File: config.mk
export PLATFORM = sky130hd
export DESIGN_NAME = rbe_reduce
export DESIGN_NICKNAME = d
export VERILOG_FILES = /design/src/hdl/rbe_pkg.sv /design/src/hdl/rbe_reduce.sv
export SDC_FILE = /design/constraint.sdc
export NUM_CORES = 1
export LEC_CHECK = 0
export ABC_AREA = 1
export BUFFER_PORTS_ARGS = -buffer_cell sky130_fd_sc_hd__buf_2
export CAP_MARGIN = 30
export CORE_AREA = 4 4 213 215
export CTS_CLUSTER_SIZE = 30
export DETAILED_ROUTE_END_ITERATION = 6
export DIE_AREA = 0 0 217 219
export HOLD_SLACK_MARGIN = 0.05
export PLACE_DENSITY = 0.47
export SYNTH_ARGS = -nofsm -noshare
export SYNTH_HDL_FRONTEND = slang
export SYNTH_SLANG_ARGS = --single-unit
File: constraint.sdc
create_clock -name clk -period 6.4 [get_ports clk]
set_input_delay 0.96 -clock clk [delete_from_list [all_inputs] [get_ports clk]]
set_output_delay 0.96 -clock clk [all_outputs]
set_load 0.02 [all_outputs]
File: src/hdl/rbe_pkg.sv
package rbe_pkg;

    localparam int SIZE_BITS     = 12;
    localparam int FRAC_BITS     = 8;
    localparam int CORDIC_STAGES = 16;
    localparam int ANGLE_BITS    = 18;
    localparam int OUT_BITS      = 21;

    // CORDIC datapath width (Q30 values plus headroom)
    localparam int CW = 34;

    localparam int RED_W = ANGLE_BITS + 2;
    localparam logic signed [RED_W-1:0] FULL_DEG    = RED_W'(360 << FRAC_BITS);
    localparam logic signed [RED_W-1:0] QUARTER_DEG = RED_W'(90 << FRAC_BITS);

    localparam int RES_W = 15;   // residual angle below one quarter turn
    localparam int DR_W  = 25;
    localparam logic [DR_W-1:0] DEG_RAD_Q30     = DR_W'(18740330);
    localparam logic signed [CW-1:0] CORDIC_GAIN_Q30 = CW'(652032874);

    localparam int ZP_W      = RES_W + DR_W;
    localparam int PROD_W    = CW + SIZE_BITS + 1;
    localparam int SUM_W     = PROD_W + 1;
    localparam int RND_SHIFT = 31 - FRAC_BITS;
    localparam int RND_W     = SUM_W - RND_SHIFT;

    localparam int RED_STAGES    = 4;
    localparam int CORNER_STAGES = 4;
    localparam int LATENCY       = RED_STAGES + CORDIC_STAGES + CORNER_STAGES;

    typedef struct packed {
        logic [SIZE_BITS-1:0] w;
        logic [SIZE_BITS-1:0] h;
        logic [1:0]           q;
        logic                 rzero;
    } meta_t;

    typedef struct packed {
        logic signed [CW-1:0] x;
        logic signed [CW-1:0] y;
        logic signed [CW-1:0] z;
    } cord_t;

    function automatic logic signed [CW-1:0] atan_q30(input int idx);
        logic signed [CW-1:0] v;
        case (idx)
            0:  v = CW'(32'h3243F6A8);
            1:  v = CW'(32'h1DAC6705);
            2:  v = CW'(32'h0FADBAFC);
            3:  v = CW'(32'h07F56EA6);
            4:  v = CW'(32'h03FEAB76);
            5:  v = CW'(32'h01FFD55B);
            6:  v = CW'(32'h00FFFAAA);
            7:  v = CW'(32'h007FFF55);
            8:  v = CW'(32'h003FFFEA);
            9:  v = CW'(32'h001FFFFD);
            10: v = CW'(32'h000FFFFF);
            11: v = CW'(32'h0007FFFF);
            12: v = CW'(32'h0003FFFF);
            13: v = CW'(32'h0001FFFF);
            14: v = CW'(32'h0000FFFF);
            15: v = CW'(32'h00007FFF);
            16: v = CW'(32'h00003FFF);
            17: v = CW'(32'h00001FFF);
            18: v = CW'(32'h00000FFF);
            19: v = CW'(32'h000007FF);
            20: v = CW'(32'h000003FF);
            21: v = CW'(32'h000001FF);
            22: v = CW'(32'h000000FF);
            23: v = CW'(32'h0000007F);
            default: v = '0;
        endcase
        return v;
    endfunction

endpackage

File: src/hdl/rbe_reduce.sv
module rbe_reduce (
    input  logic                            clk,
    input  logic                            rst_n,
    input  logic                            valid_in,
    input  logic [11:0]                     box_width,
    input  logic [11:0]                     box_height,
    input  logic signed [17:0]              angle,
    output logic                            valid_out,
    output rbe_pkg::meta_t                  meta_out,
    output logic signed [rbe_pkg::CW-1:0]   z_out
);

    logic [rbe_pkg::RED_STAGES-1:0] valid_reg;
    rbe_pkg::meta_t                 meta1_reg, meta2_reg, meta3_reg, meta4_reg;
    rbe_pkg::meta_t                 meta1_next, meta2_next;
    logic signed [rbe_pkg::RED_W-1:0] a_ext;
    logic signed [rbe_pkg::RED_W-1:0] a_reg, a_next;
    logic [rbe_pkg::RES_W-1:0]      r_reg, r_next;
    logic [rbe_pkg::ZP_W-1:0]       prod_reg;
    logic [rbe_pkg::ZP_W-1:0]       zsum;
    logic signed [rbe_pkg::CW-1:0]  z_reg;
    logic signed [rbe_pkg::RED_W-1:0] rem;

    // reduce into 0 .. 360 degrees; the most negative input needs two turns
    always_comb
    begin
        a_ext = rbe_pkg::RED_W'(angle);
        if (a_ext < -rbe_pkg::FULL_DEG)
            a_next = a_ext + rbe_pkg::FULL_DEG + rbe_pkg::FULL_DEG;
        else if (a_ext < 0)
            a_next = a_ext + rbe_pkg::FULL_DEG;
        else if (a_ext >= rbe_pkg::FULL_DEG)
            a_next = a_ext - rbe_pkg::FULL_DEG;
        else
            a_next = a_ext;
        meta1_next       = '0;
        meta1_next.w     = box_width[rbe_pkg::SIZE_BITS-1:0];
        meta1_next.h     = box_height[rbe_pkg::SIZE_BITS-1:0];
    end

    // quadrant and residual
    always_comb
    begin
        meta2_next = meta1_reg;
        if (a_reg >= 3 * rbe_pkg::QUARTER_DEG)
        begin
            meta2_next.q = 2'd3;
            rem = rbe_pkg::RED_W'(a_reg - 3 * rbe_pkg::QUARTER_DEG);
        end
        else if (a_reg >= 2 * rbe_pkg::QUARTER_DEG)
        begin
            meta2_next.q = 2'd2;
            rem = rbe_pkg::RED_W'(a_reg - 2 * rbe_pkg::QUARTER_DEG);
        end
        else if (a_reg >= rbe_pkg::QUARTER_DEG)
        begin
            meta2_next.q = 2'd1;
            rem = a_reg - rbe_pkg::QUARTER_DEG;
        end
        else
        begin
            meta2_next.q = 2'd0;
            rem = a_reg;
        end
        r_next           = rem[rbe_pkg::RES_W-1:0];
        meta2_next.rzero = (rem == '0);
    end

    assign zsum = prod_reg + rbe_pkg::ZP_W'(1 << (rbe_pkg::FRAC_BITS - 1));

    always_ff @(posedge clk or negedge rst_n)
    begin
        if (!rst_n)
            valid_reg <= '0;
        else
            valid_reg <= {valid_reg[rbe_pkg::RED_STAGES-2:0], valid_in};
    end

    always_ff @(posedge clk)
    begin
        a_reg     <= a_next;
        meta1_reg <= meta1_next;
        r_reg     <= r_next;
        meta2_reg <= meta2_next;
        prod_reg  <= rbe_pkg::ZP_W'(r_reg) * rbe_pkg::ZP_W'(rbe_pkg::DEG_RAD_Q30);
        meta3_reg <= meta2_reg;
        z_reg     <= rbe_pkg::CW'(zsum[rbe_pkg::ZP_W-1:rbe_pkg::FRAC_BITS]);
        meta4_reg <= meta3_reg;
    end

    assign valid_out = valid_reg[rbe_pkg::RED_STAGES-1];
    assign meta_out  = meta4_reg;
    assign z_out     = z_reg;

endmodule

==> qor.yml <==
status: "completed"
largest_register_ffs: 33
ys_top_cells_by_area: "dfxtp_1 32%, fa_1 18%, ha_1 15%"
placed_cell_area_um2: 14080
crit_fanout: 9
fin_area_um2: 14980
fmax_ghz: 0.1731
fin_crit_ns: 5.778
dieWidth_um: 217
first_pass_iters: 7
clock_latency_ns: 0.53
synth_seq_cells: 209
syn-instance-count: 1399
numPortBuffers: 104
pin_count: 107
fin_crit_sh_pct: 90.29
die_h_um: 219
routabilityCongestion: 0.9014
synth.avg_cell_area_um2: 9.226
syn_area_um2: 12910
synth-compound-area-share_pct: 5.613
cp-start-kind: "flip-flop"
seqCellArea_um2: 4204
drc: 0
wirelength_um: 30310
start_util_pct: 29.51
synth_edf_count: 0
critPathKind: "flip-flop to flip-flop"
cts-htree-levels: 1
cts_tree: "built"
synth_mux_area_share_pct: 0
postCtsSetupBuffers: 0
cts_buffer_depth: 3
fillCellCount: 4604
yosys.area.top_type: "dfxtp_1"
synth.most_common_cell: "inv_1"
grt_pass1_vias: 9398
synthSimpleGateAreaFrac_pct: 14.71
via_count: 9056
path_cells: "inv_1 -> fa_1 -> inv_1 -> fa_1 -> inv_1 -> fa_1 -> fa_1 -> inv_1 -> fa_1 -> ha_1 -> ha_1 -> nand2_1 -> nor2_1 -> inv_1 -> nor4_1 -> nand3_1 -> nand3_1 -> xor2_1"
cp.required_ns: 6.85
hold_class: "input pin to async pin"
worstMarginPinSlew_ns: 0.6257
multi_input_area_um2: 7587
yosys.area.top_type_share_pct: 31.80
synthTopCellsByCount: "269 x inv_1, 223 x nand2_1, 205 x dfxtp_1"
drive_above_1_share_pct: 12.10
rows: 77
slowest_stage: "dfxtp_1"
cts_root_buf: "clkbuf_16"
cts_resized: 0
wl_per_cell_um: 14.23
hold_viol: 0
synth_top_family_by_area: "adder cells"
postCtsHoldBufs: 0
fin_tns_setup_ns: 0
fin_cells: 2129
setup_viol: 0
dp_hpwl_um: 25670
area_delta_synth_final_pct: 16.02
relSlewSlack_pct: 58.23
antenna_found_initial: 0
grt_overflow: 0
synth_xor_area_share_pct: 5.700
rr_worst_depth: 18
async_flop_share_pct: 1.914
grt_max_degree: 16
ys_types: 47
slew_violations: 0
cp.arrival_ns: 6.23
die-area_um2: 47520
cp_slowest_stage_delay_ns: 0.62
grt_first_pass_wirelength_um: 49540
rsz0062_at_grt: "false"
yosys_warnings: 0
place_inst: 2085
ys.flop_type: "dfxtp_1"
antenna_left: 0
numCtsBuffers: 24
final_nets: 1833
worst_clock_skew_ns: 0.03098
diodes: 0
cap_violations: 0
coreArea_um2: 43740
cts.sinks: 209
ys_seq_area_share_pct: 32.57
synth-adder-area-share_pct: 32.71
post_drt_via_cell_ratio: 4.254
drtIter0Drc: 556
grt_usage_pct: 12.93
cts.clk_slew.worst_paths_ns: 0.06
endpoint_kind: "flip-flop"
==> logic make-up after synthesis <==
family,Yosys count
AO/OA/AOI/OAI,123
XOR/XNOR,84
adder cells (fa/ha/maj),269
buffers and inverters,284
flip-flops,209
other,1
AND/OR/NAND/NOR,429
==> routing by layer <==
| metal | share of wire [%] | routed length (um) | track usage (%) |
|---|---|---|---|
| met1 | 46 | 14010 | 17.33 |
| met2 | 47 | 14160 | 21.70 |
| met3 | 4.8 | 1444 | 2.492 |
| met4 | 2.3 | 694 | 2.968 |
| met5 | 0 | 0 | 0 |
==> metrics by stage <==
step           hold slack [ns]  worst slack (ns)  util (%)
2_1_floorplan           0.3096             1.350         -
3_3_place_gp            0.3095            0.5767     32.19
3_5_place_dp            0.3121            0.6325     32.19
4_1_cts                 0.1891            0.6150     34.24
5_1_grt                 0.2062            0.1755     34.24
6_report                0.2267            0.6217     34.24
==> final timing paths <==
check	from	end	slack (ns)
min in group clk	meta1_reg[16]	meta2_reg[16]	0.31
min	rst_n	valid_reg[1]	0.23
min reg2reg	meta1_reg[16]	meta2_reg[16]	0.31
max	r_reg[13]	prod_reg[38]	0.62
max reg2reg	r_reg[13]	prod_reg[38]	0.62
max in group asynchronous	rst_n	valid_reg[0]	6.06
==> critical path, delay by kind of cell (launching register included) <==
family | cells | cell delay, ns
simple gates | 5 | 1.03
buf+inv | 5 | 0.48
xor+xnor | 1 | 0.17
flops | 1 | 0.62
fa+ha+maj | 7 | 3.42
==> layout by cell type, fill, tap and decap left out, drive strengths merged <==
master / n
buf: 104
ha: 155
a32o: 1
a221oi: 2
o21a: 1
dfrtp: 4
nand2: 230
o21ai: 37
bufinv: 5
a21boi: 2
nand3: 52
dfxtp: 205
conb: 2
clkbuf: 29
nor2: 109
a21o: 9
a211oi: 1
o311ai: 1
and3: 1
o211ai: 4
o221ai: 1
nand4: 14
xor2: 52
xnor2: 32
nor4: 4
nand3b: 5
a31oi: 12
inv: 277
o21bai: 7
fa: 114
nor3: 11
clkinv: 6
a21oi: 44
or2: 3
o31ai: 1
==> area by class of cell <==
| type | instances | area share [%] |
|---|---|---|
| inverter | 273 | 6.859 |
| clock inverter | 15 | 1.504 |
| sequential | 209 | 28.07 |
| tap | 592 | 4.946 |
| multi-input combinational | 907 | 50.66 |
| clock buffer | 29 | 4.478 |
| timing repair buffer | 104 | 3.476 |
Power is left out: the tool's default activity adds up to more than one toggle a clock period on the data nets, which glitch-free logic cannot reach.
