==> src/hdl/rbe_pkg.sv <==
package rbe_pkg;

    localparam int SIZE_BITS     = 12;
    localparam int FRAC_BITS     = 8;
    localparam int CORDIC_STAGES = 16;
    localparam int ANGLE_BITS    = 18;
    localparam int OUT_BITS      = 21;

    // CORDIC datapath width (Q30 values plus headroom)
    localparam int CW = 34;

    localparam int RED_W = ANGLE_BITS + 2;
    localparam logic signed [RED_W-1:0] FULL_DEG    = RED_W'(360 << FRAC_BITS);
    localparam logic signed [RED_W-1:0] QUARTER_DEG = RED_W'(90 << FRAC_BITS);

    localparam int RES_W = 15;   // residual angle below one quarter turn
    localparam int DR_W  = 25;
    localparam logic [DR_W-1:0] DEG_RAD_Q30     = DR_W'(18740330);
    localparam logic signed [CW-1:0] CORDIC_GAIN_Q30 = CW'(652032874);

    localparam int ZP_W      = RES_W + DR_W;
    localparam int PROD_W    = CW + SIZE_BITS + 1;
    localparam int SUM_W     = PROD_W + 1;
    localparam int RND_SHIFT = 31 - FRAC_BITS;
    localparam int RND_W     = SUM_W - RND_SHIFT;

    localparam int RED_STAGES    = 4;
    localparam int CORNER_STAGES = 4;
    localparam int LATENCY       = RED_STAGES + CORDIC_STAGES + CORNER_STAGES;

    typedef struct packed {
        logic [SIZE_BITS-1:0] w;
        logic [SIZE_BITS-1:0] h;
        logic [1:0]           q;
        logic                 rzero;
    } meta_t;

    typedef struct packed {
        logic signed [CW-1:0] x;
        logic signed [CW-1:0] y;
        logic signed [CW-1:0] z;
    } cord_t;

    function automatic logic signed [CW-1:0] atan_q30(input int idx);
        logic signed [CW-1:0] v;
        case (idx)
            0:  v = CW'(32'h3243F6A8);
            1:  v = CW'(32'h1DAC6705);
            2:  v = CW'(32'h0FADBAFC);
            3:  v = CW'(32'h07F56EA6);
            4:  v = CW'(32'h03FEAB76);
            5:  v = CW'(32'h01FFD55B);
            6:  v = CW'(32'h00FFFAAA);
            7:  v = CW'(32'h007FFF55);
            8:  v = CW'(32'h003FFFEA);
            9:  v = CW'(32'h001FFFFD);
            10: v = CW'(32'h000FFFFF);
            11: v = CW'(32'h0007FFFF);
            12: v = CW'(32'h0003FFFF);
            13: v = CW'(32'h0001FFFF);
            14: v = CW'(32'h0000FFFF);
            15: v = CW'(32'h00007FFF);
            16: v = CW'(32'h00003FFF);
            17: v = CW'(32'h00001FFF);
            18: v = CW'(32'h00000FFF);
            19: v = CW'(32'h000007FF);
            20: v = CW'(32'h000003FF);
            21: v = CW'(32'h000001FF);
            22: v = CW'(32'h000000FF);
            23: v = CW'(32'h0000007F);
            default: v = '0;
        endcase
        return v;
    endfunction

endpackage

==> src/hdl/rbe_cordic_stage.sv <==
module rbe_cordic_stage (
    input  logic                           clk,
    input  logic                           rst_n,
    input  logic [4:0]                     shift,
    input  logic signed [rbe_pkg::CW-1:0]  atan,
    input  logic                           valid_in,
    input  rbe_pkg::meta_t                 meta_in,
    input  rbe_pkg::cord_t                 cord_in,
    output logic                           valid_out,
    output rbe_pkg::meta_t                 meta_out,
    output rbe_pkg::cord_t                 cord_out
);

    logic           valid_reg;
    rbe_pkg::meta_t meta_reg;
    rbe_pkg::cord_t cord_reg, cord_next;
    logic signed [rbe_pkg::CW-1:0] xs, ys;

    always_comb
    begin
        xs = cord_in.x >>> shift;
        ys = cord_in.y >>> shift;
        if (!cord_in.z[rbe_pkg::CW-1])
        begin
            cord_next.x = cord_in.x - ys;
            cord_next.y = cord_in.y + xs;
            cord_next.z = cord_in.z - atan;
        end
        else
        begin
            cord_next.x = cord_in.x + ys;
            cord_next.y = cord_in.y - xs;
            cord_next.z = cord_in.z + atan;
        end
    end

    always_ff @(posedge clk or negedge rst_n)
    begin
        if (!rst_n)
            valid_reg <= 1'b0;
        else
            valid_reg <= valid_in;
    end

    always_ff @(posedge clk)
    begin
        meta_reg <= meta_in;
        cord_reg <= cord_next;
    end

    assign valid_out = valid_reg;
    assign meta_out  = meta_reg;
    assign cord_out  = cord_reg;

endmodule

==> config.mk <==
export PLATFORM = sky130hd
export DESIGN_NAME = rbe_cordic_stage
export DESIGN_NICKNAME = d
export VERILOG_FILES = /design/src/hdl/rbe_pkg.sv /design/src/hdl/rbe_cordic_stage.sv
export SDC_FILE = /design/constraint.sdc
export NUM_CORES = 1
export LEC_CHECK = 0
export ABC_AREA = 0
export BUFFER_PORTS_ARGS = -buffer_cell sky130_fd_sc_hd__clkbuf_2
export CAP_MARGIN = 20
export CORE_UTILIZATION = 25
export DETAILED_ROUTE_END_ITERATION = 16
export GPL_ROUTABILITY_DRIVEN = 0
export PLACE_DENSITY = 0.43
export SYNTH_ARGS = -nofsm -noshare
export SYNTH_HDL_FRONTEND = slang
export SYNTH_SLANG_ARGS = --single-unit
==> constraint.sdc <==
create_clock -name clk -period 0.8 [get_ports clk]
set_input_delay 0.12 -clock clk [delete_from_list [all_inputs] [get_ports clk]]
set_output_delay 0.12 -clock clk [all_outputs]
set_load 0.02 [all_outputs]
==> results of run 1 <==
## cell families (layout without fill, tap and decap cells)
kind of cell	after synthesis	after routing	synth area share [%]
AO/OA/AOI/OAI	511	511	23.4
XOR/XNOR	183	183	11.3
adder cells (fa/ha/maj)	105	105	9.44
buffers and inverters	120	1243	4.02
flip-flops	130	130	18.4
multiplexers	156	156	18.3
other	0	1	0
AND/OR/NAND/NOR	438	438	15.2
## final cells by class
type	instances	area share [%]
diodes	1	0.00962
clock buffers	17	1.64
clock inverters	15	0.717
inverters	42	0.649
multi-input cells	1393	49.0
flip-flops and latches	130	10.1
well taps	748	3.60
repair buffers	1169	34.3
## worst paths after layout
kind	slack (ns)	cells past startpoint	start	endpoint
max	-3.53	22	cord_in[95]	cord_out[66]$_DFF_P_
min	-0.05	4	cord_in[34]	cord_out[34]$_DFF_P_
max in group asynchronous	0.26	3	rst_n	valid_out$_DFF_PN0_
min in group asynchronous	0.44	3	rst_n	valid_out$_DFF_PN0_
## repair_timing
action	4_1_cts	5_1_grt
endpoints found under the setup margin	231	232
buffers inserted	84	54
hold endpoints to repair	35	3
gates cloned	5	0
pin swaps	194	140
resized for setup	294	222
## placed cells by master (no fill, tap or decap), types with 17 or more instances in the layout
| cell | n |
|---|---|
| xnor2_1 | 86 |
| mux4_2 | 78 |
| mux2i_1 | 38 |
| o21ai_1 | 27 |
| buf_4 | 756 |
| a21oi_2 | 63 |
| a21o_1 | 61 |
| nor2b_1 | 18 |
| mux2_2 | 21 |
| a31oi_1 | 19 |
| o21ai_0 | 31 |
| nor2_2 | 17 |
| buf_6 | 81 |
| dlygate4sd3_1 | 32 |
| inv_1 | 36 |
| dfxtp_2 | 22 |
| clkbuf_2 | 259 |
| nor2_1 | 98 |
| o21ai_2 | 19 |
| nand2b_1 | 24 |
| xor2_1 | 80 |
| a21oi_1 | 96 |
| clkbuf_16 | 19 |
| dfxtp_1 | 107 |
| nand2_1 | 101 |
| ha_1 | 96 |
## registers in the layout, summed over array words and instances (netlist names)
signal	count
meta_out	27
cord_out	102
valid_out	1
## routing by layer
| layer | vias up | share of wire [%] | track usage, % |
|---|---|---|---|
| met4 | 0 | 3.4 | 8.94 |
| li1 | 8406 | - | - |
| met1 | 8472 | 41 | 27.2 |
| met3 | 111 | 5.5 | 4.25 |
| met2 | 532 | 50 | 38.9 |
| met5 | - | 0 | 0 |
## power groups by stage
stage	clock [mW]	sequential (mW)	combinational (mW)
floorplan	0	12.4	10.9
global placement	0	9.50	25.5
detailed placement	0	9.53	25.6
CTS	8.75	9.48	28.8
global route	8.98	9.70	32.7
finish	8.41	9.49	30.5
## critical path, delay by kind of cell
kind,cells,cell delay (ns)
AOI/OAI and AO/OA,9,1.69
and+or+nand+nor,6,1.21
muxes,1,0.59
buffers and inverters,3,0.50
adders and majority gates,1,0.31
xor gates and xnor gates,2,0.28
## per-stage QoR
step	area [sq um]	util (%)	worst slack, ns	total power, mW	instances
after global routing	26000	46.8	-3.71	51.4	3514
after detailed placement	22100	39.8	-4.36	35.2	3331
final	26000	46.8	-3.53	48.4	3515
after floorplan	14700	-	-3.86	23.2	1643
after CTS	24900	44.8	-3.57	47.1	3476
after global placement	22100	39.8	-4.32	35.0	3331
==> results.py, run 1 <==
metrics = {
    "logic_synthesis": {
        "ys_async_sr_fraction_pct": 0.769,
        "synth.avg_cell_area_sq_um": 8.62,
        "synth_ff_type": "dfxtp_1",
        "syn_area_sq_um": 14200,
        "synth-edff-count": 0,
        "seq_area_frac_synth_pct": 18.4,
        "syn-num-nets": 1919,
        "synth_common_cells": "a21oi_1, dfxtp_1, nor2_1",
        "ys_ff_latch": 130,
        "ys_top_cells_by_area": "dfxtp_1, mux4_2, ha_1",
        "synth_top_area_share_pct": 18.2,
        "synthesis.instances": 1643,
        "synth_area_leader_cell": "dfxtp_1",
        "ys_warn_count": 0,
        "synthDistinctLibCells": 92,
        "yosysMostFrequentCell": "a21oi_1",
    },
    "power": {
        "p_int_mw": 28.5,
        "power_frac_seq_pct": 19.6,
        "vdd_drop_max_v": 0.00182,
        "p_leak_nw": 12.2,
        "switching_share_pct": 41.2,
        "power_density_nw_per_um2": 1860,
        "p_clk_share_pct": 17.4,
        "comb_power_share_pct": 63.0,
        "p_sw_mw": 19.9,
    },
    "global_route": {
        "antenna_found_initial": 1,
        "grt_max_degree": 30,
        "overflow": 0,
        "grt_pass1_wl_mm": 98.9,
        "grt_usage_pct": 22.5,
        "grt_pass1_vias": 17500,
    },
    "setup_path": {
        "cp.required_ns": 1.19,
        "arrival_ns": 4.72,
        "worstSetupStartpointType": "input port",
        "critical_path.endpoint_type": "flop",
        "crit_chain": "buf_2, mux4_2, buf_6, o22ai_1, nor2_1, a221oi_4, nand3_2, or4_4, nor3_4, nor2_1, xnor2_1, ha_1, buf_4, a21o_1, a21oi_2, nor2_1, a21oi_4, o31ai_4, a211oi_2, o21ai_1, a21o_1, xor2_1",
        "critical_path.most_common_cell": "nor2_1",
        "crit_slowest_cell": "or4_4",
        "critPathMaxFanout": 7,
        "slowest_delay_ns": 0.60,
        "critical_path_class": "in -> reg",
    },
    "sta": {
        "maxSlewViolCount": 0,
        "min_period_over_period_pct": 541,
        "post-route-min-period_ns": 4.33,
        "max_freq_mhz": 231,
        "tightest_slew_ns": 0.739,
        "hold_viol_final": 4,
        "layout_setup_ws_ns": -3.53,
        "timing.hold.ws_ns": -0.0529,
        "fin_setup_tns_ns": -279.20,
        "max_slew_margin_pct": 50.3,
        "rsz0062_at_grt": "yes",
        "setup-violations-final": 232,
    },
    "final_layout": {
        "multi_input_area_sq_um": 12700,
        "layout-area-overhead-vs-synth_pct": 83.7,
        "nNetsFinal": 3029,
        "seqCellArea_sq_um": 2640,
        "fill_cells": 5481,
        "final_layout_size_suffix_gt1_share_pct": 58.4,
    },
    "run": {
        "maxCapViolCount": 0,
    },
    "floorplan": {
        "num_rows": 86,
        "core_area_sq_um": 55500,
        "io_pins": 301,
        "die_area_sq_um": 57600,
        "die_w_um": 240,
        "start_util_pct": 25.5,
        "die_y_um": 240,
    },
    "clock_network": {
        "clk_pin_slew_ns": 0.08,
        "htree_levels": 4,
        "cts_buffers": 17,
        "cts_tree": "done",
        "ctsHoldBuffers": 32,
        "clock-sinks": 130,
        "clock_path_buffers": 2,
        "root_buffer": "clkbuf_16",
    },
    "drt": {
        "via_per_inst": 4.98,
        "wl_per_cell_um": 18.8,
        "drt_first_pass_iters": 5,
        "drt-initial-drc-count": 949,
        "route.vias.total": 17500,
        "drt-total-wl_mm": 66.0,
        "drc": 0,
        "postRouteAntennaNets": 0,
    },
    "outcome": {
        "violations": "negative hold slack, negative setup slack",
        "status": "finished, violations left",
    },
    "hold_path": {
        "hold_class": "in -> reg",
    },
    "placement": {
        "port_buffers": 300,
        "dp_hpwl_mm": 52.6,
    },
}
Power figures use the tool's default switching activity.
==> run 2: changes to the inputs <==
==> constraint.sdc (replaced) <==
create_clock -name clk -period 0.8 [get_ports clk]
set_input_delay 0.12 -clock clk [delete_from_list [all_inputs] [get_ports clk]]
set_output_delay 0.12 -clock clk [all_outputs]
set_load 0.1 [all_outputs]
==> run 2 against run 1 <==
  * Routed wire length increased by 2.3%
  * Largest power group unchanged
  * Setup slack lost 0.12 ns
  * Final area up 9.6%
  * Sequential power rose by 17%
  * Largest cell class unchanged
  * The flow still finishes with violations (negative hold slack, negative setup slack)
  * Clock power down 5.1%
  * First-iteration DRC count increased by 17%
==> results.py, run 2 (synthesis gave the netlist of run 1 again) <==
metrics = {
    "floorplan": {
        "die_y_um": 240,
        "io_pins": 301,
        "die_w_um": 240,
        "num_rows": 86,
        "die_area_sq_um": 57600,
        "core_area_sq_um": 55500,
        "start_util_pct": 25.5,
    },
    "clock_network": {
        "clk_pin_slew_ns": 0.07,
        "ctsHoldBuffers": 31,
        "cts_tree": "done",
        "root_buffer": "clkbuf_16",
        "clock_path_buffers": 2,
        "cts_buffers": 17,
        "htree_levels": 4,
        "clock-sinks": 130,
    },
    "final_layout": {
        "nNetsFinal": 3060,
        "largest_register_ffs": 102,
        "final_cells": 3545,
        "final_layout_size_suffix_gt1_share_pct": 64.0,
        "mostFrequentLayoutCell": "buf_4",
        "fill_cells": 5031,
        "final_area_sq_um": 28500,
        "layout-area-overhead-vs-synth_pct": 101,
        "layout_common_cells": "buf_4, clkbuf_2, buf_12",
        "antennaDiodeCount": 0,
    },
    "setup_path": {
        "cp.required_ns": 1.21,
        "critPathMaxFanout": 7,
        "slowest_delay_ns": 0.53,
        "cp_top_family": "compound AO/OA/AOI/OAI gates",
        "crit_slowest_cell": "a222oi_1",
        "critical_path.endpoint_type": "flop",
        "worstSetupStartpointType": "input port",
        "arrival_ns": 4.85,
        "cp.buffers_inverters": 8,
        "critical_path_class": "in -> reg",
    },
    "global_route": {
        "grt_max_degree": 30,
        "grt_pass1_wl_mm": 101,
        "grt_usage_pct": 22.9,
        "antenna_found_initial": 0,
        "grt_pass1_vias": 18200,
        "overflow": 0,
    },
    "drt": {
        "drc": 0,
        "via_per_inst": 5.05,
        "wl_per_cell_um": 19.1,
        "drt-initial-drc-count": 1114,
        "drt-total-wl_mm": 67.6,
        "postRouteAntennaNets": 0,
        "drt_first_pass_iters": 5,
        "route.vias.total": 17900,
    },
    "power": {
        "power_density_nw_per_um2": 2480,
        "p_clk_share_pct": 11.3,
        "total_power_mw": 70.7,
        "p_sw_mw": 34.9,
        "comb_power_share_pct": 72.9,
        "p_int_mw": 35.8,
        "switching_share_pct": 49.4,
        "p_leak_nw": 13.1,
        "vdd_drop_max_v": 0.00250,
        "power_frac_seq_pct": 15.8,
    },
    "sta": {
        "max_freq_mhz": 225,
        "min_period_over_period_pct": 556,
        "max_slew_margin_pct": 59.4,
        "maxSlewViolCount": 0,
        "timing.hold.ws_ns": -0.128,
        "hold_viol_final": 2,
        "setup-violations-final": 231,
        "tightest_slew_ns": 0.606,
        "post-route-min-period_ns": 4.45,
        "rsz0062_at_grt": "yes",
        "layout_setup_ws_ns": -3.65,
    },
    "run": {
        "maxCapViolCount": 0,
    },
    "hold_path": {
        "hold_class": "in -> reg",
    },
    "placement": {
        "port_buffers": 300,
        "detailed_place.area_sq_um": 24300,
        "dp_hpwl_mm": 53.7,
        "dp_cells": 3334,
    },
    "outcome": {
        "violations": "negative hold slack, negative setup slack",
        "status": "finished, violations left",
    },
}
-- run 2: cell count changes in the layout (fill, tap and decap cells not counted), sizes merged --
cell         before   now
clkinv            8     3
diode             1     0
buf             857  1003
inv              48    52
clkbuf          296   182
clkinvlp          1     2
dlygate4sd3      32    31
-- run 2: what timing repair did --
item / in CTS / in global routing
setup endpoints to repair: 231 / 231
hold endpoints to repair: 34 / 2
resized for setup: 313 / 196
cloned: 2 / 1
buffers inserted: 123 / 62
pin swaps: 189 / 138
-- run 2: power by group through the flow --
| stage | combinational, mW | clock (mW) | sequential, mW |
|---|---|---|---|
| 2_1_floorplan | 10.9 | 0 | 26.5 |
| 5_1_grt | 53.7 | 8.55 | 11.4 |
| 3_5_place_dp | 46.3 | 0 | 11.3 |
| 6_report | 51.6 | 7.98 | 11.1 |
| 3_3_place_gp | 46.1 | 0 | 11.3 |
| 4_1_cts | 49.5 | 8.38 | 11.2 |
-- run 2: worst paths after layout --
kind | startpoint | end | cells past startpoint | slack, ns
hold / removal | cord_in[0] | cord_out[0]$_DFF_P_ | 2 | -0.13
setup / recovery | shift[1] | cord_out[95]$_DFF_P_ | 26 | -3.65
min in group asynchronous | rst_n | valid_out$_DFF_PN0_ | 3 | 0.48
max in group asynchronous | rst_n | valid_out$_DFF_PN0_ | 3 | 0.21
-- run 2: routing by layer --
| metal | GRT usage (%) | vias up | part of all wire [%] |
|---|---|---|---|
| li1 | - | 8461 | - |
| met3 | 4.47 | 146 | 6.3 |
| met2 | 39.8 | 636 | 50 |
| met1 | 27.5 | 8645 | 40 |
| met5 | 0 | - | 0 |
| met4 | 9.44 | 0 | 3.8 |
-- run 2: metrics by stage --
step	TNS [ns]	setup WS, ns	utilization [%]
global placement	-315.77	-4.39	43.7
floorplan	-256.63	-3.86	-
CTS	-290.97	-3.61	49.3
detailed placement	-317.07	-4.41	43.7
finish	-289.04	-3.65	51.3
global route	-306.31	-3.80	51.3
-- run 2: area by class of cell --
cell class | count | area, sq um | area share, %
clock buffers | 17 | 425 | 1.49
clock inverters | 15 | 154 | 0.540
inverters | 42 | 170 | 0.597
multi-input cells | 1393 | 13000 | 45.6
flip-flops and latches | 130 | 2770 | 9.72
well taps | 748 | 936 | 3.28
repair buffers | 1200 | 11000 | 38.7
==> run 3: changes to the inputs <==
--- a/config.mk
+++ b/config.mk
@@ -8,10 +8,12 @@
 export ABC_AREA = 0
 export BUFFER_PORTS_ARGS = -buffer_cell sky130_fd_sc_hd__clkbuf_2
 export CAP_MARGIN = 20
+export CORE_MARGIN = 3
 export CORE_UTILIZATION = 25
 export DETAILED_ROUTE_END_ITERATION = 16
 export GPL_ROUTABILITY_DRIVEN = 0
 export PLACE_DENSITY = 0.43
+export RECOVER_POWER = 25
 export SYNTH_ARGS = -nofsm -noshare
 export SYNTH_HDL_FRONTEND = slang
 export SYNTH_SLANG_ARGS = --single-unit
==> constraint.sdc (replaced) <==
create_clock -name clk -period 0.8 [get_ports clk]
set_input_delay 0.12 -clock clk [delete_from_list [all_inputs] [get_ports clk]]
set_output_delay 0.12 -clock clk [all_outputs]
set_load 0.005 [all_outputs]
==> run 3 against run 2 <==
  * Sequential share of layout area up 0.52 points
  * Final area shrank 9.4%
  * Sequential cell count unchanged
  * Power down 37%
  * Largest power group unchanged
  * Routed wire length decreased by 1.8%
  * The run still ends with negative hold slack, negative setup slack left
  * Die area increased by 3.4%
  * Critical endpoint unchanged
  * First-iteration DRC count fell by 9.1%
  * Via count fell by 2.6%
==> results.py, run 3 (synthesis gave the netlist of run 1 again) <==
metrics = {
    "clock_network": {
        "cts_buffers": 17,
        "htree_levels": 4,
        "cts_tree": "done",
        "ctsHoldBuffers": 31,
        "clock-sinks": 130,
        "clock_path_buffers": 2,
        "clk_pin_slew_ns": 0.07,
        "root_buffer": "clkbuf_16",
    },
    "setup_path": {
        "cp.required_ns": 1.21,
        "cp_top_family": "compound AO/OA/AOI/OAI gates",
        "critical_path.endpoint_type": "flop",
        "crit_slowest_cell": "mux4_2",
        "critical_path_class": "in -> reg",
        "crit_chain": "buf_12, buf_12, buf_8, mux4_2, mux2_4, buf_6, a221oi_4, buf_4, nand4_1, buf_4, nor2_4, and4_4, nor2_2, xor2_1, ha_1, a21o_1, a211o_1, a211o_1, a31oi_1, o21ai_1, a21o_1, a21oi_2, xnor2_1",
        "setup.worst_path.start": "shift[1]",
        "cp.buffers_inverters": 6,
        "worstSetupStartpointType": "input port",
        "slowest_delay_ns": 0.52,
        "arrival_ns": 4.81,
        "critPathMaxFanout": 8,
    },
    "global_route": {
        "overflow": 0,
        "grt_usage_pct": 21.6,
        "grt_max_degree": 24,
        "antenna_found_initial": 0,
        "grt_pass1_wl_mm": 101,
        "grt_pass1_vias": 17600,
    },
    "drt": {
        "drt_first_pass_iters": 5,
        "drt-initial-drc-count": 1013,
        "drt-total-wl_mm": 66.3,
        "via_per_inst": 4.95,
        "drc": 0,
        "wl_per_cell_um": 18.9,
        "route.vias.total": 17400,
        "postRouteAntennaNets": 0,
    },
    "sta": {
        "tightest_slew_ns": 0.585,
        "layout_setup_ws_ns": -3.61,
        "hold_viol_final": 2,
        "max_freq_mhz": 227,
        "post-route-min-period_ns": 4.41,
        "rsz0062_at_grt": "yes",
        "maxSlewViolCount": 0,
        "min_period_over_period_pct": 551,
        "setup-violations-final": 231,
        "timing.hold.ws_ns": -0.130,
        "max_slew_margin_pct": 60.6,
        "fin_setup_tns_ns": -273.43,
    },
    "power": {
        "power_density_nw_per_um2": 1740,
        "p_leak_nw": 12.1,
        "total_power_mw": 44.8,
        "vdd_drop_max_v": 0.00157,
    },
    "final_layout": {
        "final_layout_size_suffix_gt1_share_pct": 57.9,
        "mostFrequentLayoutCell": "buf_4",
        "antennaDiodeCount": 0,
        "fill_cells": 5430,
        "nNetsFinal": 3032,
        "largest_register_ffs": 102,
        "layout-area-overhead-vs-synth_pct": 82.3,
        "layout_common_cells": "buf_4, clkbuf_2, a21oi_1",
        "final_area_sq_um": 25800,
    },
    "floorplan": {
        "die_area_sq_um": 59500,
        "start_util_pct": 25.5,
        "io_pins": 301,
        "num_rows": 86,
        "core_area_sq_um": 55500,
        "die_w_um": 244,
        "die_y_um": 244,
    },
    "placement": {
        "detailed_place.area_sq_um": 22300,
        "port_buffers": 300,
        "dp_hpwl_mm": 54.3,
    },
    "run": {
        "maxCapViolCount": 0,
    },
    "hold_path": {
        "hold_class": "in -> reg",
        "worstHoldStart": "cord_in[0]",
    },
    "outcome": {
        "violations": "negative hold slack, negative setup slack",
        "status": "finished, violations left",
    },
}
run 3: per-stage QoR:
stage	hold WS, ns	util [%]	std cells	worst slack [ns]
finish	-0.130	46.5	3517	-3.61
global route	-0.161	46.5	3517	-3.80
CTS	-0.180	44.5	3481	-3.57
detailed placement	-0.103	40.1	3355	-4.43
global placement	-0.106	40.1	3355	-4.45
floorplan	-0.176	-	1643	-3.86
run 3: power breakdown:
part / internal [mW] / switching, mW
combinational: 14.8 / 12.4
sequential: 8.86 / 0.649
clock: 4.16 / 3.93
run 3: final cells by class:
| class | instances | area [sq um] | share of cell area (%) |
|---|---|---|---|
| tap | 748 | 936 | 3.62 |
| sequential | 130 | 2640 | 10.2 |
| clock inverter | 15 | 161 | 0.625 |
| multi-input combinational | 1393 | 12700 | 49.1 |
| clock buffer | 17 | 425 | 1.65 |
| timing repair buffer | 1172 | 8820 | 34.2 |
| inverter | 42 | 169 | 0.654 |
run 3: worst paths after layout:
check / end / slack (ns) / depth (start not counted)
min in group asynchronous: valid_out$_DFF_PN0_ / 0.46 / 3
max in group asynchronous: valid_out$_DFF_PN0_ / 0.24 / 3
worst max-delay path: cord_out[95]$_DFF_P_ / -3.61 / 23
worst min-delay path: cord_out[0]$_DFF_P_ / -0.13 / 2
run 3: repair_timing:
item                                   CTS  global route
buffers inserted                        68            48
pin swaps                              139           166
setup endpoints to repair              231           231
endpoints found under the hold margin   36             3
gates resized for setup                259           219
gates cloned                             3             0
run 3: routing by layer:
metal  vias to the layer above  GRT usage, %  share of wire (%)
li1                       8416             -                  -
met1                      8359          27.2                 43
met2                       537          37.3                 49
met3                       103          3.83                5.5
met4                         0          7.29                3.2
met5                         -             0                  0
